==> config.mk <==
export PLATFORM = sky130hd
export DESIGN_NAME = stwd_ram
export DESIGN_NICKNAME = d
export VERILOG_FILES = /design/src/rtl/stwd_ram.sv
export SDC_FILE = /design/constraint.sdc
export NUM_CORES = 1
export LEC_CHECK = 0
export BUFFER_PORTS_ARGS = -buffer_cell sky130_fd_sc_hd__buf_2
export CAP_MARGIN = 20
export CELL_PAD_IN_SITES_DETAIL_PLACEMENT = 1
export CELL_PAD_IN_SITES_GLOBAL_PLACEMENT = 2
export CORE_MARGIN = 4
export CORE_UTILIZATION = 50
export CTS_BUF_LIST = sky130_fd_sc_hd__clkbuf_8
export DETAILED_ROUTE_END_ITERATION = 7
export PLACE_DENSITY = 0.89
export SYNTH_ARGS = -nofsm -noshare
export SYNTH_HDL_FRONTEND = slang
export SYNTH_SLANG_ARGS = --single-unit
==> constraint.sdc <==
create_clock -name i_clk -period 4.75 [get_ports i_clk]
set_input_delay 0.7125 -clock i_clk [delete_from_list [all_inputs] [get_ports i_clk]]
set_output_delay 0.7125 -clock i_clk [all_outputs]
set_load 0.05 [all_outputs]
==> src/rtl/stwd_ram.sv <==
module stwd_ram #(
    parameter int WIDTH = 8,
    parameter int DEPTH = 64
) (
    input  logic                                   i_clk,
    input  logic                                   i_wr_en,
    input  logic [((DEPTH > 1) ? $clog2(DEPTH) : 1)-1:0] i_wr_addr,
    input  logic [WIDTH-1:0]                       i_wr_data,
    input  logic [((DEPTH > 1) ? $clog2(DEPTH) : 1)-1:0] i_rd_addr,
    output logic [WIDTH-1:0]                       o_rd_data
);
    logic [WIDTH-1:0] r_mem [DEPTH];
    logic [WIDTH-1:0] r_rd_data;

    always_ff @(posedge i_clk) begin
        if (i_wr_en) begin
            r_mem[i_wr_addr] <= i_wr_data;
        end
        r_rd_data <= r_mem[i_rd_addr];
    end

    assign o_rd_data = r_rd_data;
endmodule

# Word-level counts from Yosys, hierarchy flattened

Memories as Yosys holds them, arrays and structs flattened. A register that Yosys moved wholly into a read port is not among the register bits.
Index checks and enable logic that the tools add are counted.
W data, S select, Z words.

Input bits: 22
Memories kept: 1
RAM bits: 512
Register bits after elaboration: 0

Memories:

| name  | words | width | read ports | clocked after memory_dff | write ports | line | text |
|---|---|---|---|---|---|---|---|
| r_mem | 64    | 8     | 1          | 1                        | 1           | 12   | `logic [WIDTH-1:0] r_mem [DEPTH];` |

Multiplexer cells: 2

Operators by type and width:

| cell    | number |
|---|---|
| $mux W1 | 2 |

# Logic depth before layout (Yosys ltp)

Depth after elaboration: 2
Mapped depth: 9
Depth with buffers taken out: 5

# Least setup slack after synthesis

OpenSTA, ideal clock, no wires.

Path kind: input -> register
Start point: in i_rd_addr[1] (netlist bit)
End point: reg r_rd_data[3] (netlist: o_rd_data[3]), read port of r_mem
Stages on the path: 7
Setup slack: 2,370 ps
Required time: 4,622 ps
Arrival time: 2,252 ps
Cells stage by stage: buf_4 > buf_2 > buf_2 > mux4_2 > mux4_2 > o21ai_1 > o41ai_1

RTL lines:

| what               | line | text |
|---|---|---|
| start: declaration | 9    | `input logic [((DEPTH > 1) ? $clog2(DEPTH) : 1)-1:0] i_rd_addr,` |
| end: declaration   | 13   | `logic [WIDTH-1:0] r_rd_data;` |

==> impl_metrics.json <==
{
  "io-pin-count": 30,
  "pre_cts_ws_ns": 1.394,
  "synthCells": 940,
  "yosysTopAreaCellShare_pct": 76.24,
  "synth.distinct_cells": 40,
  "layout_setup_ws_ns": 2.096,
  "clock_sinks": 520,
  "crit_end": "o_rd_data[7]$_DFF_P_",
  "grt_setup_unrepaired": "false",
  "end_kind": "flop",
  "p_per_area_mw_per_mm2": 403.9,
  "ys_ff_latch": 520,
  "path_clk_slew_ns": 0.06,
  "ir_drop_mv": 0.2126,
  "fp.dieW_um": 208.8,
  "crit_fanout": 80,
  "min_path_type": "input pin to flop",
  "period_minus_slack_ns": 2.654,
  "drive_above_1_share_pct": 27.05,
  "slew_headroom_pct": 27.31,
  "final.period_utilization_pct": 55.88,
  "syn_to_final_growth_pct": 11.14,
  "synth_async_sr_flop_share_pct": 0,
  "synth_warnings": 0,
  "skew_ns": 0.01527,
  "avgSynthCellArea_um2": 21.45,
  "cts_tree": "done",
  "tns_ns": 0,
  "p_sw_mw": 2.035,
  "ant_nets": 0,
  "seqPwrFrac_pct": 56.3,
  "cts-resized-gates": 0,
  "drt_iter0_markers": 1095,
  "pwr-share-clk_pct": 38.1,
  "ys_seq_area_share_pct": 77.03,
  "power.internal_mw": 7.018,
  "startpoint": "i_rd_addr[0]",
  "crit_chain": "clkbuf_8, buf_4, mux4_2, o221ai_1, o21ai_0, o311ai_1, nand2_1",
  "grt_pass1_vias": 10830,
  "r2r_cells": 5,
  "critPathArrivalTime_ns": 3.15,
  "slowest_delay_ns": 0.67,
  "worst_pin_slew_ns": 1.086,
  "cts-root-buf": "clkbuf_8",
  "cellLeakagePower_nw": 7.082,
  "maxCapViolCount": 0,
  "holdWs_ns": 0.4464,
  "via_per_inst": 6.160,
  "gp_congestion": 0.8080,
  "start_util_pct": 50.64,
  "wl_per_cell_um": 29.87,
  "dr.pass1.iters": 6,
  "required_ns": 5.24,
  "cts_hold_buf": 0,
  "synthFlopType": "edfxtp_1",
  "io_buffers": 29,
  "finalHoldViolations": 0,
  "vias": 9936,
  "report.final.slew_viol_count": 0,
  "synth_edf_count": 512,
  "yosysTopAreaCell": "edfxtp_1",
  "overflow": 0,
  "die-area_mm2": 0.04361,
  "postCtsSetupBuffers": 0,
  "rrSetupSlack_ns": 2.67,
  "grt_use_total_pct": 22.35,
  "grt_pass1_wl_mm": 71.89,
  "row_count": 73,
  "clk_latency_ns": 0.61,
  "r2r-end": "o_rd_data[6]$_DFF_P_",
  "finalSetupViolations": 0,
  "drc": 0,
  "dp_hpwl_mm": 28.79,
  "whs_path_depth": 1,
  "ys_top_cells_by_area": "edfxtp_1 (76%), mux4_2 (14%), nor2_1 (1.5%)",
  "grt_max_degree": 81,
  "worst_r2r_startpoint": "r_mem[29][6]$_DFFE_PP_",
  "critPathSlowestCell": "clkbuf_8",
  "numCtsBuffers": 82,
  "die_h_um": 208.8,
  "finalPower_mw": 9.053,
  "p_comb_share_pct": 5.6,
  "max_freq_mhz": 376.7,
  "synth_fp_nets": 962,
  "cts.htree.levels": 3,
  "antenna_found_initial": 3,
  "critPathKind": "input pin to flop",
  "core_area_mm2": 0.03982,
  "cp-start-kind": "input pin",
  "status": "complete, no violations",
  "cts_buffer_depth": 3,
  "syn_area_mm2": 0.02017,
  "switching_share_pct": 22.48,
  "final_nets": 1047,
  "wl_mm": 48.18
}
cells by family (layout without fill, tap and decap cells):
kind of cell / after synthesis / in the layout / synth area share, %
flip-flops: 520 / 520 / 77.03
AO/OA/AOI/OAI: 54 / 54 / 2.072
buffers and inverters: 51 / 198 / 1.570
AND/OR/NAND/NOR: 153 / 153 / 3.387
other: 0 / 1 / 0
multiplexers: 162 / 162 / 15.94
critical path: cells and delay by family:
kind,cells,cell delay [ns]
buffers and inverters,2,1.11
and+or+nand+nor,1,0.09
AOI/OAI and AO/OA,3,0.52
muxes,1,0.61
synthesized netlist by cell type (8+ instances only):
cell,n
edfxtp_1,512
nor2b_1,14
buf_4,13
mux2i_1,23
o22ai_1,8
clkbuf_1,17
mux2_2,13
nand3_1,13
o221ai_1,8
buf_2,11
mux4_2,126
nand2_1,19
nor2_1,83
dfxtp_1,8
power groups by stage:
stage | combinational [mW] | clock (mW) | sequential, mW
2_1_floorplan | 0.271 | 0 | 5.22
3_3_place_gp | 0.481 | 0 | 5.20
3_5_place_dp | 0.500 | 0 | 5.20
4_1_cts | 0.502 | 3.51 | 5.10
5_1_grt | 0.541 | 3.75 | 5.10
6_report | 0.509 | 3.44 | 5.10
placed cells by master, fill, tap and decap left out, types with 2 or more instances in the layout:
cell type / count
nor2b_1: 14
clkinv_1: 18
o21ai_0: 2
o2111ai_1: 3
o221a_2: 2
inv_1: 27
o221ai_1: 8
mux2i_1: 23
a221oi_1: 6
o2bb2ai_1: 3
clkbuf_8: 89
o21a_1: 2
buf_2: 26
mux4_2: 126
dfxtp_1: 8
a2111oi_0: 2
o41ai_1: 2
o22ai_1: 8
nand2b_1: 7
nor4_1: 2
buf_12: 8
nand3_1: 13
buf_4: 17
edfxtp_1: 512
a22oi_1: 3
a211oi_1: 4
clkinv_2: 11
nand2_1: 19
nor3_1: 7
nor2_1: 83
o32ai_1: 2
o21ai_1: 2
a21oi_1: 3
nand3b_1: 3
nand4_1: 2
mux2_2: 13
how the worst min path moves through the flow:
stage	end	start
2_1_floorplan	o_rd_data[0]$_DFF_P_	r_mem[34][0]$_DFFE_PP_
3_3_place_gp	o_rd_data[1]$_DFF_P_	r_mem[22][1]$_DFFE_PP_
3_5_place_dp	o_rd_data[1]$_DFF_P_	r_mem[22][1]$_DFFE_PP_
4_1_cts	r_mem[55][5]$_DFFE_PP_	i_wr_data[5]
5_1_grt	r_mem[52][7]$_DFFE_PP_	i_wr_data[7]
6_report	r_mem[55][5]$_DFFE_PP_	i_wr_data[5]
final cells by class:
class	instances	area [µm²]
timing repair buffer	52	431.7
clock inverter	58	261.5
fill	3515	17410
sequential	520	15530
antenna	1	2.502
clock buffer	88	1211
tap	525	656.9
multi-input combinational	369	4315
per-stage QoR:
step | instances | util, % | cell area [µm²]
3_3_place_gp | 1460 | 52.28 | 20820
5_1_grt | 1613 | 56.28 | 22410
3_5_place_dp | 1461 | 52.33 | 20840
2_1_floorplan | 940 | - | 20170
6_report | 1613 | 56.28 | 22410
4_1_cts | 1607 | 56.03 | 22310
sequential cells by signal (all words and copies together), names as in the netlist:
register	flops
o_rd_data	8
r_mem	512
layer usage:
layer	part of all wire [%]	up-vias	GRT usage, %	wire length [µm]
li1	-	4104	-	-
met1	39	5223	30.97	18810
met2	49	490	35.16	23660
met3	8.2	115	5.194	3947
met4	3.6	4	8.731	1739
met5	0.060	-	0	29
No activity file was read; power rests on OpenSTA's default activity.
